<file path="src/positional_list_engine_assert.svh">
// Assertion macros for the positional list engine.
// Needs a clock named clk and an active-high reset named rst in scope.
`ifndef POSITIONAL_LIST_ENGINE_ASSERT_SVH
`define POSITIONAL_LIST_ENGINE_ASSERT_SVH

// same-cycle implication
`define PLE_ASSERT_NOW(label, ante, cons, msg) \
  label: assert property (@(posedge clk) disable iff (rst) (ante) |-> (cons)) else $error(msg);

// next-cycle implication
`define PLE_ASSERT_NEXT(label, ante, cons, msg) \
  label: assert property (@(posedge clk) disable iff (rst) (ante) |=> (cons)) else $error(msg);

`endif

</file>
<file path="src/ple_pkg.sv">
// Shared constants for the positional list engine.
// No dependencies.
package ple_pkg;

  localparam int DEF_CAPACITY = 32;
  localparam int POS_W        = 6;
  localparam int VAL_W        = 32;
  localparam int MODE_W       = 2;
  localparam int STAT_W       = 2;

  localparam logic [MODE_W-1:0] MODE_INSERT = 2'd0;
  localparam logic [MODE_W-1:0] MODE_DELETE = 2'd1;
  localparam logic [MODE_W-1:0] MODE_SEARCH = 2'd2;

  localparam logic [STAT_W-1:0] ST_OK      = 2'd0;
  localparam logic [STAT_W-1:0] ST_FULL    = 2'd1;
  localparam logic [STAT_W-1:0] ST_EMPTY   = 2'd2;
  localparam logic [STAT_W-1:0] ST_BAD_POS = 2'd3;

endpackage

</file>
<file path="src/ple_ram.sv">
// Generic single-write, single-read synchronous RAM with registered read data.
// No dependencies; contents are not reset.
module ple_ram #(
  parameter int WIDTH = 32,
  parameter int DEPTH = 32
) (
  input  logic                     clk,
  input  logic                     we,
  input  logic [$clog2(DEPTH)-1:0] waddr,
  input  logic [WIDTH-1:0]         wdata,
  input  logic                     re,
  input  logic [$clog2(DEPTH)-1:0] raddr,
  output logic [WIDTH-1:0]         rdata
);

  logic [WIDTH-1:0] mem [DEPTH];

  always_ff @(posedge clk) begin
    if (we) begin
      mem[waddr] <= wdata;
    end
    if (re) begin
      rdata <= mem[raddr];
    end
  end

endmodule

</file>
<file path="src/positional_list_engine.sv">
// Positional list engine: ordered list of signed words in one RAM plus a count.
// Insert at p with n entries: shifts entries p..n up (one RAM read and write each), then writes the value.
// Delete at p: shifts entries p+1..n down. Search reads every entry; an empty list reads none.
// Error statuses skip the RAM. Next item is taken the cycle after the last result loads.
// Reset clears the entry count and control; RAM contents are left as they are.
// Depends on ple_pkg, ple_ram and positional_list_engine_assert.svh.
`include "positional_list_engine_assert.svh"

module positional_list_engine
  import ple_pkg::*;
#(
  parameter int CAPACITY = DEF_CAPACITY
) (
  input  logic        clk,
  input  logic        rst,
  input  logic        s_tvalid,
  output logic        s_tready,
  input  logic [39:0] s_tdata,   // position[5:0], value[37:6], zero[39:38]
  input  logic [1:0]  s_tuser,   // mode[1:0]
  output logic        m_tvalid,
  input  logic        m_tready,
  output logic [15:0] m_tdata,   // match_position[5:0], entry_count[11:6], zero[15:12]
  output logic [2:0]  m_tuser,   // status[1:0], match_found[2]
  output logic        m_tlast
);

  localparam int AW    = $clog2(CAPACITY);
  localparam int CNT_W = $clog2(CAPACITY + 1);
  localparam int XW    = (CNT_W > POS_W) ? CNT_W + 1 : POS_W + 1;

  localparam logic [2:0] S_IDLE      = 3'd0;
  localparam logic [2:0] S_INS       = 3'd1;
  localparam logic [2:0] S_INS_DRAIN = 3'd2;
  localparam logic [2:0] S_INS_PUT   = 3'd3;
  localparam logic [2:0] S_DEL       = 3'd4;
  localparam logic [2:0] S_DEL_DRAIN = 3'd5;
  localparam logic [2:0] S_RESP      = 3'd6;
  localparam logic [2:0] S_SRCH      = 3'd7;

  logic [2:0]        state;
  logic              in_srch_end;
  logic [CNT_W-1:0]  length;
  logic [AW-1:0]     cur;
  logic              issuing;
  logic              pend;
  logic [AW-1:0]     pend_wa;
  logic [POS_W-1:0]  pos_reg;
  logic [VAL_W-1:0]  val_reg;
  logic [STAT_W-1:0] st_reg;
  logic              cmp_v;
  logic [AW-1:0]     cmp_idx;
  logic              held_v;
  logic [POS_W-1:0]  held_pos;

  logic              we;
  logic [AW-1:0]     waddr;
  logic [VAL_W-1:0]  wdata;
  logic              re;
  logic [VAL_W-1:0]  rdata;

  logic [MODE_W-1:0] in_mode;
  logic [POS_W-1:0]  in_pos;
  logic [VAL_W-1:0]  in_val;
  logic [XW-1:0]     pos_x;
  logic [XW-1:0]     len_x;
  logic              accept;
  logic              out_free;
  logic              cmp_match;
  logic              cmp_emit;
  logic              cmp_retire;
  logic              issue;
  logic [POS_W-1:0]  cmp_pos;

  logic              out_load;
  logic [STAT_W-1:0] out_status;
  logic              out_found;
  logic [POS_W-1:0]  out_pos;
  logic              out_last;
  logic [STAT_W-1:0] m_status;
  logic              m_found;
  logic [POS_W-1:0]  m_pos;
  logic [POS_W-1:0]  m_count;

  assign in_mode  = s_tuser;
  assign in_pos   = s_tdata[POS_W-1:0];
  assign in_val   = s_tdata[POS_W+VAL_W-1:POS_W];
  assign pos_x    = XW'(in_pos);
  assign len_x    = XW'(length);
  assign s_tready = (state == S_IDLE) && !in_srch_end;
  assign accept   = s_tvalid && s_tready;
  assign out_free = !m_tvalid || m_tready;

  assign cmp_match  = (rdata == val_reg);
  assign cmp_emit   = cmp_v && cmp_match && held_v;
  assign cmp_retire = cmp_v && (!cmp_emit || out_free);
  assign issue      = (state == S_SRCH) && issuing && (!cmp_v || cmp_retire);
  assign cmp_pos    = POS_W'(XW'(cmp_idx) + XW'(1));

  // Shift schedule keeps the read two entries away from the pending write.
  always_comb begin
    re    = 1'b0;
    we    = pend;
    waddr = pend_wa;
    wdata = rdata;
    unique case (state)
      S_INS, S_DEL: re = !in_srch_end;
      S_INS_PUT: begin
        we    = 1'b1;
        waddr = AW'(pos_reg - POS_W'(1));
        wdata = val_reg;
      end
      S_SRCH: re = issue;
      default: ;
    endcase
  end

  always_comb begin
    out_load   = 1'b0;
    out_status = st_reg;
    out_found  = 1'b0;
    out_pos    = '0;
    out_last   = 1'b1;
    if (in_srch_end) begin
      out_load   = out_free;
      out_status = ST_OK;
      out_found  = held_v;
      out_pos    = held_v ? held_pos : '0;
    end else if (state == S_RESP) begin
      out_load = out_free;
    end else if (state == S_SRCH) begin
      out_load   = cmp_emit && out_free;
      out_status = ST_OK;
      out_found  = 1'b1;
      out_pos    = held_pos;
      out_last   = 1'b0;
    end
  end

  ple_ram #(
    .WIDTH(VAL_W),
    .DEPTH(CAPACITY)
  ) u_ram (
    .clk  (clk),
    .we   (we),
    .waddr(waddr),
    .wdata(wdata),
    .re   (re),
    .raddr(cur),
    .rdata(rdata)
  );

  always_ff @(posedge clk) begin
    if (rst) begin
      state       <= S_IDLE;
      in_srch_end <= 1'b0;
      length      <= '0;
      issuing     <= 1'b0;
      pend        <= 1'b0;
      cmp_v       <= 1'b0;
      held_v      <= 1'b0;
      m_tvalid    <= 1'b0;
    end else begin
      if (out_load) begin
        m_tvalid <= 1'b1;
        m_status <= out_status;
        m_found  <= out_found;
        m_pos    <= out_pos;
        m_count  <= POS_W'(length);
        m_tlast  <= out_last;
      end else if (m_tready) begin
        m_tvalid <= 1'b0;
      end

      if (in_srch_end) begin
        if (out_free) begin
          in_srch_end <= 1'b0;
          held_v      <= 1'b0;
        end
      end else begin
        unique case (state)
          S_IDLE: begin
            if (accept) begin
              pos_reg <= in_pos;
              val_reg <= in_val;
              pend    <= 1'b0;
              unique case (in_mode)
                MODE_INSERT: begin
                  if (len_x >= XW'(CAPACITY)) begin
                    st_reg <= ST_FULL;
                    state  <= S_RESP;
                  end else if (in_pos == '0 || pos_x > len_x + XW'(1)) begin
                    st_reg <= ST_BAD_POS;
                    state  <= S_RESP;
                  end else if (pos_x == len_x + XW'(1)) begin
                    state <= S_INS_DRAIN;
                  end else begin
                    cur   <= AW'(length - CNT_W'(1));
                    state <= S_INS;
                  end
                end
                MODE_DELETE: begin
                  if (length == '0) begin
                    st_reg <= ST_EMPTY;
                    state  <= S_RESP;
                  end else if (in_pos == '0 || pos_x > len_x) begin
                    st_reg <= ST_BAD_POS;
                    state  <= S_RESP;
                  end else if (pos_x == len_x) begin
                    state <= S_DEL_DRAIN;
                  end else begin
                    cur   <= AW'(in_pos);
                    state <= S_DEL;
                  end
                end
                MODE_SEARCH: begin
                  held_v <= 1'b0;
                  cmp_v  <= 1'b0;
                  if (length == '0) begin
                    in_srch_end <= 1'b1;
                  end else begin
                    cur     <= '0;
                    issuing <= 1'b1;
                    state   <= S_SRCH;
                  end
                end
                default: ;
              endcase
            end
          end
          S_INS: begin
            pend    <= 1'b1;
            pend_wa <= AW'(cur + AW'(1));
            if (cur == AW'(pos_reg - POS_W'(1))) begin
              state <= S_INS_DRAIN;
            end else begin
              cur <= AW'(cur - AW'(1));
            end
          end
          S_INS_DRAIN: begin
            pend  <= 1'b0;
            state <= S_INS_PUT;
          end
          S_INS_PUT: begin
            length <= CNT_W'(length + CNT_W'(1));
            st_reg <= ST_OK;
            state  <= S_RESP;
          end
          S_DEL: begin
            pend    <= 1'b1;
            pend_wa <= AW'(cur - AW'(1));
            if (XW'(cur) == len_x - XW'(1)) begin
              state <= S_DEL_DRAIN;
            end else begin
              cur <= AW'(cur + AW'(1));
            end
          end
          S_DEL_DRAIN: begin
            pend   <= 1'b0;
            length <= CNT_W'(length - CNT_W'(1));
            st_reg <= ST_OK;
            state  <= S_RESP;
          end
          S_RESP: begin
            if (out_free) begin
              state <= S_IDLE;
            end
          end
          S_SRCH: begin
            if (issue) begin
              cmp_v   <= 1'b1;
              cmp_idx <= cur;
              if (XW'(cur) == len_x - XW'(1)) begin
                issuing <= 1'b0;
              end else begin
                cur <= AW'(cur + AW'(1));
              end
            end else if (cmp_retire) begin
              cmp_v <= 1'b0;
            end
            if (cmp_retire && cmp_match) begin
              held_v   <= 1'b1;
              held_pos <= cmp_pos;
            end
            if (!issuing && !cmp_v) begin
              in_srch_end <= 1'b1;
              state       <= S_IDLE;
            end
          end
          default: ;
        endcase
      end
    end
  end

  assign m_tdata = {4'b0, m_count, m_pos};
  assign m_tuser = {m_found, m_status};

  `PLE_ASSERT_NOW(a_len_bound, 1'b1, len_x <= XW'(CAPACITY), "entry count above capacity")
  `PLE_ASSERT_NOW(a_no_rw_clash, re && we, cur != waddr, "RAM read and write hit one entry")
  `PLE_ASSERT_NOW(a_srch_no_write, state == S_SRCH, !we, "RAM written during a search")
  `PLE_ASSERT_NEXT(a_len_step, 1'b1,
    length == $past(length) || length == CNT_W'($past(length) + CNT_W'(1)) ||
    length == CNT_W'($past(length) - CNT_W'(1)), "entry count jumped by more than one")

endmodule
</file>
<file path="config.mk">
export PLATFORM = sky130hd
export DESIGN_NAME = positional_list_engine
export DESIGN_NICKNAME = d
export VERILOG_FILES = /design/src/ple_pkg.sv /design/src/ple_ram.sv /design/src/positional_list_engine.sv
export VERILOG_INCLUDE_DIRS = /design/src /design/src/src
export SDC_FILE = /design/constraint.sdc
export NUM_CORES = 1
export LEC_CHECK = 0
export BUFFER_PORTS_ARGS = -buffer_cell sky130_fd_sc_hd__clkbuf_2
export CAP_MARGIN = 20
export CELL_PAD_IN_SITES_DETAIL_PLACEMENT = 1
export CELL_PAD_IN_SITES_GLOBAL_PLACEMENT = 1
export CORE_UTILIZATION = 30
export CTS_BUF_LIST = sky130_fd_sc_hd__clkbuf_8
export CTS_CLUSTER_DIAMETER = 150
export CTS_CLUSTER_SIZE = 40
export DETAILED_ROUTE_END_ITERATION = 10
export GPL_TIMING_DRIVEN = 0
export HOLD_SLACK_MARGIN = 0.06
export PLACE_DENSITY_LB_ADDON = 0.1
export SLEW_MARGIN = 20
export SYNTH_ARGS = -nofsm -noshare
export SYNTH_HDL_FRONTEND = slang
export SYNTH_HIERARCHICAL = 1
export SYNTH_SLANG_ARGS = --single-unit
</file>
<file path="constraint.sdc">
create_clock -name clk -period 8.4 [get_ports clk]
set_input_delay 0 -clock clk [delete_from_list [all_inputs] [get_ports clk]]
set_output_delay 0 -clock clk [all_outputs]
set_load 0.05 [all_outputs]
</file>
==> impl_metrics.prom, run 1 <==
# TYPE chip_impl_metric gauge
chip_impl_info{name="status",value="finished clean"} 1
chip_impl_metric{name="cts_max_level",unit=""} 2
chip_impl_info{name="synth_flop_cell",value="sky130_fd_sc_hd__edfxtp_1"} 1
chip_impl_metric{name="drt_wl_total",unit="mm"} 144
chip_impl_metric{name="antenna_violations_before_repair",unit=""} 15
chip_impl_info{name="synth_largest_area_cell",value="sky130_fd_sc_hd__edfxtp_1"} 1
chip_impl_info{name="crit_path_start_kind",value="flip-flop"} 1
chip_impl_metric{name="fin_crit_sh",unit="%"} 59.7
chip_impl_metric{name="clk_latency",unit="ps"} 830
chip_impl_metric{name="number_of_optimization_iterations_in_the_first_detailed_route_pass",unit=""} 5
chip_impl_metric{name="finalClockSkew",unit="ps"} 98.4
chip_impl_metric{name="post-route-cell-area",unit="um2"} 52600
chip_impl_metric{name="wl_met2",unit="mm"} 70.1
chip_impl_metric{name="max_slew_vio_count",unit=""} 0
chip_impl_metric{name="floorplan.core_area",unit="um2"} 154000
chip_impl_metric{name="clock_sink_count",unit=""} 1147
chip_impl_metric{name="synthesis.area",unit="um2"} 46600
chip_impl_metric{name="post_synth_inst_count",unit=""} 2796
chip_impl_metric{name="detailroute.wirelength.met3",unit="mm"} 5.66
chip_impl_metric{name="avg_synthesized_cell_area",unit="um2"} 16.7
chip_impl_metric{name="cp.required",unit="ps"} 8960
chip_impl_metric{name="highest_clock_rate",unit="GHz"} 0.199
chip_impl_metric{name="fill_cells",unit=""} 15600
chip_impl_info{name="hold_path.class",value="primary input to flip-flop"} 1
chip_impl_info{name="critical_path_class",value="flip-flop to flip-flop"} 1
chip_impl_metric{name="post_synth_num_cell_types",unit=""} 80
chip_impl_metric{name="die_h",unit="um"} 396
chip_impl_metric{name="io-pin-count",unit=""} 68
chip_impl_metric{name="area.growth.synth_to_final",unit="%"} 13.0
chip_impl_metric{name="worst_slack",unit="ps"} 3380
chip_impl_metric{name="cts_buffers",unit=""} 36
chip_impl_metric{name="design.final.nets",unit=""} 3109
chip_impl_info{name="top_post_synthesis_cells_by_area",value="sky130_fd_sc_hd__edfxtp_1 73%, sky130_fd_sc_hd__mux2i_1 11%, sky130_fd_sc_hd__a22oi_1 1.5%"} 1
chip_impl_metric{name="pre_cts_slack",unit="ps"} 3360
chip_impl_metric{name="hold_viol_final",unit=""} 0
chip_impl_metric{name="drc",unit=""} 0
chip_impl_metric{name="worstPathArrival",unit="ps"} 5570
chip_impl_metric{name="final_layout_size_suffix_gt1_share",unit="%"} 11.6
chip_impl_metric{name="clock_tree.buffer_depth",unit=""} 3
chip_impl_metric{name="met1_length",unit="mm"} 65.2
chip_impl_info{name="highest_layer",value="met5"} 1
chip_impl_metric{name="route.detailed.vias_per_inst",unit=""} 4.97
chip_impl_metric{name="detailedPlacementHpwl",unit="mm"} 102
chip_impl_metric{name="grt_max_degree",unit=""} 41
chip_impl_info{name="tritoncts",value="done"} 1
chip_impl_metric{name="max-slew-margin-rel",unit="%"} 21.1
chip_impl_metric{name="grt_pass1_wl",unit="mm"} 202
chip_impl_metric{name="dr_total_vias",unit=""} 25300
chip_impl_metric{name="route.detailed.wl_per_inst",unit="um"} 28.2
chip_impl_info{name="crit_path_end_kind",value="flip-flop"} 1
chip_impl_metric{name="dr.first_iter.drc_count",unit=""} 1737
chip_impl_metric{name="cts.repair_timing.setup_buffer_count",unit=""} 0
chip_impl_metric{name="max_ffs_per_register",unit=""} 1024
chip_impl_metric{name="overflow",unit=""} 0
chip_impl_metric{name="synth_seq_area_share",unit="%"} 73.7
chip_impl_metric{name="route.antenna.remaining_nets",unit=""} 0
chip_impl_metric{name="placer_congestion",unit=""} 0.811
chip_impl_metric{name="total_leakage_power",unit="uW"} 0.0176
chip_impl_info{name="unrepaired_setup_endpoints_after_global_routing",value="no"} 1
chip_impl_metric{name="initial_core_util",unit="%"} 30.2
chip_impl_metric{name="synth_edf_count",unit=""} 1132
chip_impl_metric{name="post_route_utilization",unit="%"} 34.2
chip_impl_metric{name="min_period",unit="ps"} 5020
chip_impl_metric{name="dieWidth",unit="um"} 396
chip_impl_metric{name="synth_top_cell_area_share",unit="%"} 73.0
chip_impl_metric{name="clkTransAtPathRegs",unit="ps"} 220
chip_impl_metric{name="vdd_ir_drop_max",unit="mV"} 0.141
chip_impl_metric{name="crit_path_max_fanout",unit=""} 14
chip_impl_metric{name="grt_usage",unit="%"} 18.1
chip_impl_metric{name="grt_pass1_vias",unit=""} 26700
chip_impl_metric{name="synth_async_sr_flop_share",unit="%"} 0
chip_impl_metric{name="floorplan.rows",unit=""} 144
chip_impl_metric{name="total_setup_violations_reported_at_the_end_of_the_flow",unit=""} 0
chip_impl_metric{name="tns",unit="ps"} 0
chip_impl_metric{name="max_slew.worst_pin.slew",unit="ps"} 1170
chip_impl_info{name="clock-root-buffer",value="sky130_fd_sc_hd__clkbuf_8"} 1
chip_impl_metric{name="max-cap-violations",unit=""} 0
chip_impl_metric{name="placement.io_buffers",unit=""} 61
chip_impl_metric{name="postPlaceCellArea",unit="um2"} 51100
chip_impl_metric{name="synthesis_warnings",unit=""} 6
chip_impl_metric{name="powerDensity",unit="nW/um2"} 269
chip_impl_metric{name="yosys_register_bits",unit=""} 1147
chip_impl_metric{name="floorplan.die_area",unit="um2"} 157000
layout make-up:
type                       instances  area [um2]  share of cell area [%]
timing repair buffer             204        2580                    4.91
buffer                           160         927                    1.76
sequential                      1147       34300                    65.2
antenna                           12        30.0                  0.0571
clock buffer                      36         495                   0.942
inverter                          26        97.6                   0.185
clock inverter                     8         120                   0.228
multi-input combinational       1466       11500                    21.9
tap                             2044        2560                    4.86
per-stage QoR:
step	total power, uW	cells	hold WS [ps]
after global placement	12000	4904	177
after global routing	14700	5098	167
after CTS	14300	5091	101
final	14100	5103	180
after detailed placement	12200	4963	180
after floorplan	10100	2799	77.6
synthesized netlist by cell type, types with 6 or more instances:
master,count
sky130_fd_sc_hd__nand3_1,119
sky130_fd_sc_hd__nor3_1,48
sky130_fd_sc_hd__a22oi_1,96
sky130_fd_sc_hd__nand2b_1,6
sky130_fd_sc_hd__mux2_2,35
sky130_fd_sc_hd__clkbuf_1,56
sky130_fd_sc_hd__a21oi_1,115
sky130_fd_sc_hd__o21ai_0,22
sky130_fd_sc_hd__nand3b_1,6
sky130_fd_sc_hd__mux2i_1,515
sky130_fd_sc_hd__edfxtp_1,1132
sky130_fd_sc_hd__xor2_1,13
sky130_fd_sc_hd__nand2_1,122
sky130_fd_sc_hd__a22o_1,65
sky130_fd_sc_hd__buf_1,8
sky130_fd_sc_hd__and2_1,7
sky130_fd_sc_hd__xnor2_1,51
sky130_fd_sc_hd__buf_2,38
sky130_fd_sc_hd__nor2_1,65
sky130_fd_sc_hd__buf_4,40
sky130_fd_sc_hd__ha_1,22
sky130_fd_sc_hd__a31oi_1,40
sky130_fd_sc_hd__nor2b_1,14
sky130_fd_sc_hd__buf_6,16
sky130_fd_sc_hd__inv_1,24
sky130_fd_sc_hd__nand4_1,9
sky130_fd_sc_hd__dfxtp_1,15
power by group:
part	leakage, uW	internal, uW	switching, uW	total, uW
combinational	0.00694	1260	3240	4500
clock	0.000311	429	1690	2110
sequential	0.0103	7380	153	7540
total	0.0176	9070	5080	14100
routing by layer:
metal,track usage (%),up-vias
met5,0,-
met4,3.98,2
met3,2.59,100
met2,30.9,407
met1,24.3,13500
li1,-,11400
worst max-delay path, stage by stage (launching register included):
cell and delay [ps]:
sky130_fd_sc_hd__dfxtp_1 340, sky130_fd_sc_hd__buf_2 220, sky130_fd_sc_hd__clkbuf_1 460, sky130_fd_sc_hd__nand3_1 590, sky130_fd_sc_hd__clkbuf_1 350, sky130_fd_sc_hd__o21ai_0 670
sky130_fd_sc_hd__nand3b_1 920, sky130_fd_sc_hd__nor2_4 840, sky130_fd_sc_hd__buf_16 220, sky130_fd_sc_hd__buf_16 170
repair_timing:
item | 4_1_cts | 5_1_grt
hold buffers | 84 | 0
gates resized for setup | 0 | 0
endpoints found under the hold margin | 133 | 0
cell families after synthesis:
family | count (synthesis) | share of synthesized area, %
xor gates and xnor gates | 66 | 1.30
and+or+nand+nor | 434 | 4.59
muxes | 550 | 11.9
AOI/OAI and AO/OA | 389 | 5.72
adders and majority gates | 23 | 0.613
other | 1 | 0.00805
buffers and inverters | 186 | 2.20
DFF | 1147 | 73.7
cells in the final DEF (no fill, tap or decap), drive strengths merged, types with 5 or more instances in the layout:
cell type	instances
a211oi	5
a21oi	115
a22o	65
a22oi	96
a31oi	40
and2	7
buf	161
clkbuf	155
dfxtp	15
diode	12
dlygate4sd3	84
edfxtp	1132
ha	22
inv	30
mux2	35
mux2i	515
nand2	122
nand2b	6
nand3	120
nand3b	6
nand4	10
nor2	66
nor2b	14
nor3	51
nor3b	6
nor4	6
o21ai	26
or3	5
xnor2	51
xor2	13
worst paths after layout:
path	from	end	slack, ps	cells past startpoint
worst max-delay path	state[1]$_SDFFE_PP0P_	u_ram/mem[17][19]$_DFFE_PP_	3380	9
worst min-delay path	rst	pend$_SDFFE_PP0P_	180	5
worst max register to register	state[1]$_SDFFE_PP0P_	u_ram/mem[17][19]$_DFFE_PP_	3380	9
worst min register to register	length[5]$_SDFFE_PP0P_	m_count[5]$_DFFE_PP_	460	0
(Power assumes the default switching activity.)
==> inputs of run 2 (changes only) <==
ABC_AREA = 1   (was not set)
clock period = 4.7 ns   (was 8.4 ns; I/O delays follow)
==> run 2 against run 1 <==
Combinational power rose to 2.6 times the previous value. Clock power up 85%. Cell count up 31%. Non-clock buffer count up 100. Die area increased by 3.9%. Setup slack lost 3000 ps. Worst hold slack got worse by 31 ps. Critical path depth fell by 1. Sequential cell count unchanged. Clock skew grew 21 ps. Critical path type unchanged. Largest power group unchanged. Highest routed layer unchanged.
==> impl_metrics.prom, run 2 <==
# TYPE chip_impl_metric gauge
chip_impl_info{name="status",value="finished clean"} 1
chip_impl_metric{name="finalClockSkew",unit="ps"} 119
chip_impl_metric{name="synth_top_cell_area_share",unit="%"} 70.2
chip_impl_metric{name="grt_pass1_wl",unit="mm"} 251
chip_impl_metric{name="placer_congestion",unit=""} 0.837
chip_impl_metric{name="avg_synthesized_cell_area",unit="um2"} 11.4
chip_impl_metric{name="floorplan.rows",unit=""} 147
chip_impl_metric{name="synthesis.area",unit="um2"} 48400
chip_impl_info{name="clock-root-buffer",value="sky130_fd_sc_hd__clkbuf_8"} 1
chip_impl_metric{name="max_slew.worst_pin.slew",unit="ps"} 1150
chip_impl_metric{name="io-pin-count",unit=""} 68
chip_impl_metric{name="dr.first_iter.drc_count",unit=""} 2553
chip_impl_info{name="tritoncts",value="done"} 1
chip_impl_metric{name="tns",unit="ps"} 0
chip_impl_metric{name="powerDensity",unit="nW/um2"} 529
chip_impl_metric{name="clk_latency",unit="ps"} 830
chip_impl_metric{name="min_period",unit="ps"} 4360
chip_impl_metric{name="post_synth_inst_count",unit=""} 4238
chip_impl_info{name="crit_path_start_kind",value="flip-flop"} 1
chip_impl_metric{name="dieWidth",unit="um"} 404
chip_impl_metric{name="post_layout_nonfiller_instances",unit=""} 6677
chip_impl_metric{name="worstPathArrival",unit="ps"} 4900
chip_impl_metric{name="final_layout_size_suffix_gt1_share",unit="%"} 10.3
chip_impl_info{name="timing.critical_path.slowest_stage_cell",value="sky130_fd_sc_hd__nand3_1"} 1
chip_impl_metric{name="drc",unit=""} 0
chip_impl_metric{name="die_h",unit="um"} 404
chip_impl_info{name="most_common_cell_after_layout_fill_and_taps_aside",value="sky130_fd_sc_hd__nand2_1"} 1
chip_impl_metric{name="crit_path_max_fanout",unit=""} 19
chip_impl_metric{name="max-cap-violations",unit=""} 0
chip_impl_metric{name="synth_async_sr_flop_share",unit="%"} 0
chip_impl_info{name="synth_top_cells_by_count",value="1645 x sky130_fd_sc_hd__nand2_1, 1132 x sky130_fd_sc_hd__edfxtp_1, 817 x sky130_fd_sc_hd__nand3_1"} 1
chip_impl_metric{name="worst_hold_slack",unit="ps"} 149
chip_impl_metric{name="max_slew_vio_count",unit=""} 0
chip_impl_metric{name="post_route_utilization",unit="%"} 34.5
chip_impl_metric{name="area.growth.synth_to_final",unit="%"} 14.2
chip_impl_metric{name="route.detailed.vias_per_inst",unit=""} 4.89
chip_impl_info{name="synth_flop_cell",value="sky130_fd_sc_hd__edfxtp_1"} 1
chip_impl_metric{name="max_ffs_per_register",unit=""} 1024
chip_impl_metric{name="grt_pass1_vias",unit=""} 32500
chip_impl_info{name="synth_largest_area_cell",value="sky130_fd_sc_hd__edfxtp_1"} 1
chip_impl_metric{name="design.final.nets",unit=""} 4571
chip_impl_info{name="critical_path_class",value="flip-flop to flip-flop"} 1
chip_impl_metric{name="grt_usage",unit="%"} 21.9
chip_impl_metric{name="total_leakage_power",unit="uW"} 0.0200
chip_impl_metric{name="postPlaceCellArea",unit="um2"} 53800
chip_impl_metric{name="number_of_optimization_iterations_in_the_first_detailed_route_pass",unit=""} 5
chip_impl_metric{name="synthesis_warnings",unit=""} 6
chip_impl_info{name="path_cells",value="nand2_1 > nor2_1 > inv_1 > clkbuf_1 > o21ai_0 > nand3_1 > nor2_4 > buf_16"} 1
chip_impl_info{name="final_cell_mix",value="1624 x sky130_fd_sc_hd__nand2_1, 1132 x sky130_fd_sc_hd__edfxtp_1, 817 x sky130_fd_sc_hd__nand3_1, 97 x sky130_fd_sc_hd__inv_1, 86 x sky130_fd_sc_hd__buf_2"} 1
chip_impl_metric{name="initial_core_util",unit="%"} 30.2
chip_impl_metric{name="post_synth_num_cell_types",unit=""} 47
chip_impl_metric{name="post-route-cell-area",unit="um2"} 55300
chip_impl_metric{name="clkTransAtPathRegs",unit="ps"} 230
chip_impl_metric{name="antenna_violations_before_repair",unit=""} 11
chip_impl_metric{name="vdd_ir_drop_max",unit="mV"} 0.261
chip_impl_metric{name="grt_max_degree",unit=""} 41
chip_impl_metric{name="floorplan.die_area",unit="um2"} 163000
chip_impl_metric{name="placement.io_buffers",unit=""} 61
chip_impl_info{name="top_post_synthesis_cells_by_area",value="sky130_fd_sc_hd__edfxtp_1 70%, sky130_fd_sc_hd__nand2_1 13%, sky130_fd_sc_hd__nand3_1 8.4%"} 1
chip_impl_metric{name="highest_clock_rate",unit="GHz"} 0.229
chip_impl_metric{name="overflow",unit=""} 0
chip_impl_metric{name="cp.required",unit="ps"} 5240
chip_impl_metric{name="clock_tree.buffer_depth",unit=""} 3
chip_impl_metric{name="hold_viol_final",unit=""} 0
chip_impl_metric{name="place.detailed.instances",unit=""} 6540
chip_impl_metric{name="dr_total_vias",unit=""} 32700
chip_impl_metric{name="max-slew-margin-rel",unit="%"} 23.6
chip_impl_metric{name="cts_max_level",unit=""} 2
chip_impl_metric{name="detailedPlacementHpwl",unit="mm"} 129
chip_impl_info{name="unrepaired_setup_endpoints_after_global_routing",value="no"} 1
chip_impl_metric{name="route.antenna.remaining_nets",unit=""} 0
chip_impl_info{name="hold_path.class",value="primary input to flip-flop"} 1
chip_impl_metric{name="critical-path-max-stage-delay",unit="ps"} 890
chip_impl_metric{name="fin_crit_sh",unit="%"} 92.8
chip_impl_info{name="yosys.cell_count.top_type",value="sky130_fd_sc_hd__nand2_1"} 1
chip_impl_metric{name="route.detailed.wl_per_inst",unit="um"} 26.9
chip_impl_metric{name="yosys_register_bits",unit=""} 1147
chip_impl_metric{name="synth_seq_area_share",unit="%"} 70.9
chip_impl_info{name="crit_path_end_kind",value="flip-flop"} 1
chip_impl_metric{name="cts.repair.resized",unit=""} 0
chip_impl_metric{name="cts_buffers",unit=""} 36
chip_impl_metric{name="total_setup_violations_reported_at_the_end_of_the_flow",unit=""} 0
chip_impl_metric{name="drt_wl_total",unit="mm"} 180
chip_impl_metric{name="synth_edf_count",unit=""} 1132
chip_impl_metric{name="clock_sink_count",unit=""} 1147
chip_impl_metric{name="floorplan.core_area",unit="um2"} 160000
-- run 2: cell type report --
| class | count | area [um2] |
|---|---|---|
| antenna | 5 | 12.5 |
| buffer | 240 | 1660 |
| clock buffer | 37 | 509 |
| clock inverter | 10 | 119 |
| fill | 17600 | 105000 |
| inverter | 107 | 433 |
| multi-input combinational | 2747 | 12500 |
| sequential | 1147 | 34300 |
| tap | 2160 | 2700 |
| timing repair buffer | 224 | 3040 |
-- run 2: repair_timing --
| action | 4_1_cts | 5_1_grt |
|---|---|---|
| setup buffers | 0 | 0 |
| endpoints found under the hold margin | 119 | 0 |
| hold buffers | 85 | 0 |
| endpoints found under the setup margin | 0 | 0 |
-- run 2: kinds of logic after synthesis --
group	synth area share [%]
xor+xnor	0.796
simple gates	22.5
buf+inv	4.32
other cells	0.00775
compound gates	0.941
fa+ha+maj	0.569
flops	70.9
-- run 2: report_power, final --
| group | switching, uW | total (uW) | internal (uW) |
|---|---|---|---|
| Clock | 3130 | 3910 | 778 |
| Sequential | 278 | 13600 | 13300 |
| Combinational | 8760 | 11700 | 2990 |
| Total | 12200 | 29200 | 17000 |
-- run 2: stage by stage --
stage	power [uW]	setup slack (ps)
3_3_place_gp	24700	-2620
5_1_grt	30500	124
2_1_floorplan	19300	921
3_5_place_dp	25500	330
4_1_cts	29500	310
6_report	29200	336
-- run 2: worst max-delay path, delay by kind of cell, from the launching register on --
kind | cells | cell delay, ps
AND/OR/NAND/NOR | 4 | 2020
AO/OA/AOI/OAI | 1 | 860
buffers and inverters | 3 | 640
flip-flops | 1 | 530
-- run 2: per-layer routing --
| metal | up-vias | track usage, % | share of wire, % |
|---|---|---|---|
| met5 | - | 0 | 0.012 |
| met1 | 16900 | 31.8 | 48 |
| met3 | 118 | 1.54 | 3.4 |
| met4 | 4 | 4.62 | 2.1 |
| li1 | 15100 | - | - |
| met2 | 541 | 35.8 | 47 |
-- run 2: path summary, 6_finish.rpt --
kind	cells after the start	startpoint	slack, ps	end
hold / removal	6	rst	150	length[3]$_SDFFE_PP0P_
setup / recovery	8	state[1]$_SDFFE_PP0P_	340	u_ram/mem[6][23]$_DFFE_PP_
setup reg to reg	8	state[1]$_SDFFE_PP0P_	340	u_ram/mem[6][23]$_DFFE_PP_
hold reg to reg	0	length[2]$_SDFFE_PP0P_	490	m_count[2]$_DFFE_PP_
==> inputs of run 3 (changes only) <==
CELL_PAD_IN_SITES_DETAIL_PLACEMENT = not set   (was 1)
CELL_PAD_IN_SITES_GLOBAL_PLACEMENT = not set   (was 1)
clock period = 3.5 ns   (was 4.7 ns; I/O delays follow)
==> run 3 against run 2 <==
Via count down 0.81%. Global-route usage down 0.76 points. Clock power up 34%. Critical endpoint is now u_ram/mem[5][17]$_DFFE_PP_.
==> impl_metrics.prom, run 3 (same netlist as run 2, synthesis figures left out) <==
# TYPE chip_impl_metric gauge
chip_impl_info{name="status",value="finished clean"} 1
chip_impl_metric{name="finalClockSkew",unit="ps"} 72.2
chip_impl_info{name="final_cell_mix",value="1624 x sky130_fd_sc_hd__nand2_1, 1132 x sky130_fd_sc_hd__edfxtp_1, 812 x sky130_fd_sc_hd__nand3_1, 96 x sky130_fd_sc_hd__inv_1, 85 x sky130_fd_sc_hd__buf_2"} 1
chip_impl_metric{name="place.detailed.instances",unit=""} 6549
chip_impl_metric{name="cts_buffers",unit=""} 35
chip_impl_metric{name="worst_hold_slack",unit="ps"} 174
chip_impl_metric{name="fin_crit_sh",unit="%"} 96.8
chip_impl_metric{name="clkTransAtPathRegs",unit="ps"} 230
chip_impl_metric{name="drt_wl_total",unit="mm"} 174
chip_impl_metric{name="max-cap-violations",unit=""} 0
chip_impl_info{name="crit_path_end_kind",value="flip-flop"} 1
chip_impl_metric{name="min_period",unit="ps"} 3390
chip_impl_metric{name="max-slew-margin-rel",unit="%"} 15.9
chip_impl_metric{name="clock_tree.buffer_depth",unit=""} 3
chip_impl_metric{name="cp.required",unit="ps"} 4100
chip_impl_info{name="clock-root-buffer",value="sky130_fd_sc_hd__clkbuf_8"} 1
chip_impl_metric{name="floorplan.die_area",unit="um2"} 163000
chip_impl_metric{name="drc",unit=""} 0
chip_impl_metric{name="number_of_optimization_iterations_in_the_first_detailed_route_pass",unit=""} 5
chip_impl_metric{name="initial_core_util",unit="%"} 30.2
chip_impl_info{name="tritoncts",value="done"} 1
chip_impl_metric{name="hold_viol_final",unit=""} 0
chip_impl_metric{name="highest_clock_rate",unit="GHz"} 0.295
chip_impl_metric{name="total_setup_violations_reported_at_the_end_of_the_flow",unit=""} 0
chip_impl_metric{name="route.antenna.remaining_nets",unit=""} 0
chip_impl_metric{name="worstPathArrival",unit="ps"} 3980
chip_impl_metric{name="clk_latency",unit="ps"} 850
chip_impl_metric{name="dr_total_vias",unit=""} 32400
chip_impl_metric{name="post_layout_nonfiller_instances",unit=""} 6730
chip_impl_metric{name="placement.io_buffers",unit=""} 61
chip_impl_metric{name="final_layout_size_suffix_gt1_share",unit="%"} 11.5
chip_impl_metric{name="detailedPlacementHpwl",unit="mm"} 122
chip_impl_metric{name="area.growth.synth_to_final",unit="%"} 15.5
chip_impl_metric{name="antenna_violations_before_repair",unit=""} 7
chip_impl_metric{name="max_ffs_per_register",unit=""} 1024
chip_impl_metric{name="dr.first_iter.drc_count",unit=""} 2915
chip_impl_metric{name="cts_max_level",unit=""} 2
chip_impl_metric{name="overflow",unit=""} 0
chip_impl_metric{name="dieWidth",unit="um"} 404
chip_impl_metric{name="crit_path_max_fanout",unit=""} 15
chip_impl_info{name="hold_path.class",value="primary input to flip-flop"} 1
chip_impl_info{name="critical_path_class",value="flip-flop to flip-flop"} 1
chip_impl_metric{name="vdd_ir_drop_max",unit="mV"} 0.363
chip_impl_metric{name="clock_sink_count",unit=""} 1147
chip_impl_info{name="crit_path_start_kind",value="flip-flop"} 1
chip_impl_metric{name="grt_usage",unit="%"} 21.1
chip_impl_metric{name="route.detailed.vias_per_inst",unit=""} 4.81
chip_impl_metric{name="grt_pass1_vias",unit=""} 30900
chip_impl_metric{name="route.detailed.wl_per_inst",unit="um"} 25.9
chip_impl_metric{name="floorplan.core_area",unit="um2"} 160000
chip_impl_metric{name="placer_congestion",unit=""} 0.846
chip_impl_metric{name="io-pin-count",unit=""} 68
chip_impl_metric{name="die_h",unit="um"} 404
chip_impl_metric{name="design.final.nets",unit=""} 4622
chip_impl_metric{name="max_slew_vio_count",unit=""} 0
chip_impl_info{name="most_common_cell_after_layout_fill_and_taps_aside",value="sky130_fd_sc_hd__nand2_1"} 1
chip_impl_metric{name="grt_pass1_wl",unit="mm"} 241
chip_impl_metric{name="post_route_utilization",unit="%"} 34.8
chip_impl_metric{name="powerDensity",unit="nW/um2"} 692
chip_impl_metric{name="total_leakage_power",unit="uW"} 0.0204
chip_impl_metric{name="grt_max_degree",unit=""} 41
chip_impl_metric{name="floorplan.rows",unit=""} 147
chip_impl_metric{name="max_slew.worst_pin.slew",unit="ps"} 1260
run 3: cell types whose count changed in the layout (fill, tap and decap cells not counted), moves of 3 or more:
| cell | previous run | this run |
|---|---|---|
| sky130_fd_sc_hd__buf_12 | 35 | 46 |
| sky130_fd_sc_hd__buf_16 | 43 | 46 |
| sky130_fd_sc_hd__buf_4 | 30 | 68 |
| sky130_fd_sc_hd__nand2_2 | 21 | 25 |
| sky130_fd_sc_hd__nand2_4 | 7 | 3 |
| sky130_fd_sc_hd__nand3_1 | 817 | 812 |
| sky130_fd_sc_hd__nand3_4 | 1 | 5 |
run 3: area by class of cell:
type,count,area [um2]
fillers,16100,104000
diodes,7,17.5
clock buffers,35,482
multi-input cells,2747,12500
repair buffers,276,3640
clock inverters,11,139
inverters,107,433
plain buffers,240,1660
well taps,2160,2700
flip-flops and latches,1147,34300
run 3: worst paths after layout:
check	startpoint	endpoint	slack, ps	cells past startpoint
worst max register to register	state[1]$_SDFFE_PP0P_	u_ram/mem[5][17]$_DFFE_PP_	110	9
worst min register to register	length[2]$_SDFFE_PP0P_	m_count[2]$_DFFE_PP_	470	0
worst min-delay path	rst	state[1]$_SDFFE_PP0P_	170	6
worst max-delay path	state[1]$_SDFFE_PP0P_	u_ram/mem[5][17]$_DFFE_PP_	110	9
run 3: metal layers:
layer,vias to the layer above,track usage (%),wire length (um)
li1,15200,-,-
met1,16300,30.1,79600
met2,813,34.9,82700
met3,113,1.82,8160
met4,0,4.48,3760
met5,-,0,0
run 3: power breakdown:
part | switching (uW) | internal (uW) | total, uW
logic | 11100 | 4080 | 15200
registers | 402 | 17800 | 18200
clock network | 4130 | 1120 | 5250
run 3: timing repair:
action	4_1_cts	5_1_grt
hold buffers	84	0
setup endpoints to repair	720	169
pin swaps	8	4
endpoints found under the hold margin	115	0
gates resized for setup	7	7
setup buffers	25	19
run 3: critical path, stage by stage (launching register included):
cell,delay (ps)
sky130_fd_sc_hd__dfxtp_1,560
sky130_fd_sc_hd__nand2_1,110
sky130_fd_sc_hd__nor2_1,120
sky130_fd_sc_hd__inv_1,160
sky130_fd_sc_hd__clkbuf_1,250
sky130_fd_sc_hd__o21ai_0,610
sky130_fd_sc_hd__nand3_4,410
sky130_fd_sc_hd__nor2_4,490
sky130_fd_sc_hd__buf_16,220
sky130_fd_sc_hd__buf_16,180
run 3: stage by stage:
step	worst slack [ps]	area [um2]	TNS (ps)	power, uW
2_1_floorplan	213	48400	0	25900
3_3_place_gp	-4200	51400	-3453450	32600
3_5_place_dp	-348	53900	-88290	33700
4_1_cts	93.7	55700	0	39000
5_1_grt	-14.8	55900	-154	40400
6_report	113	55900	0	38700
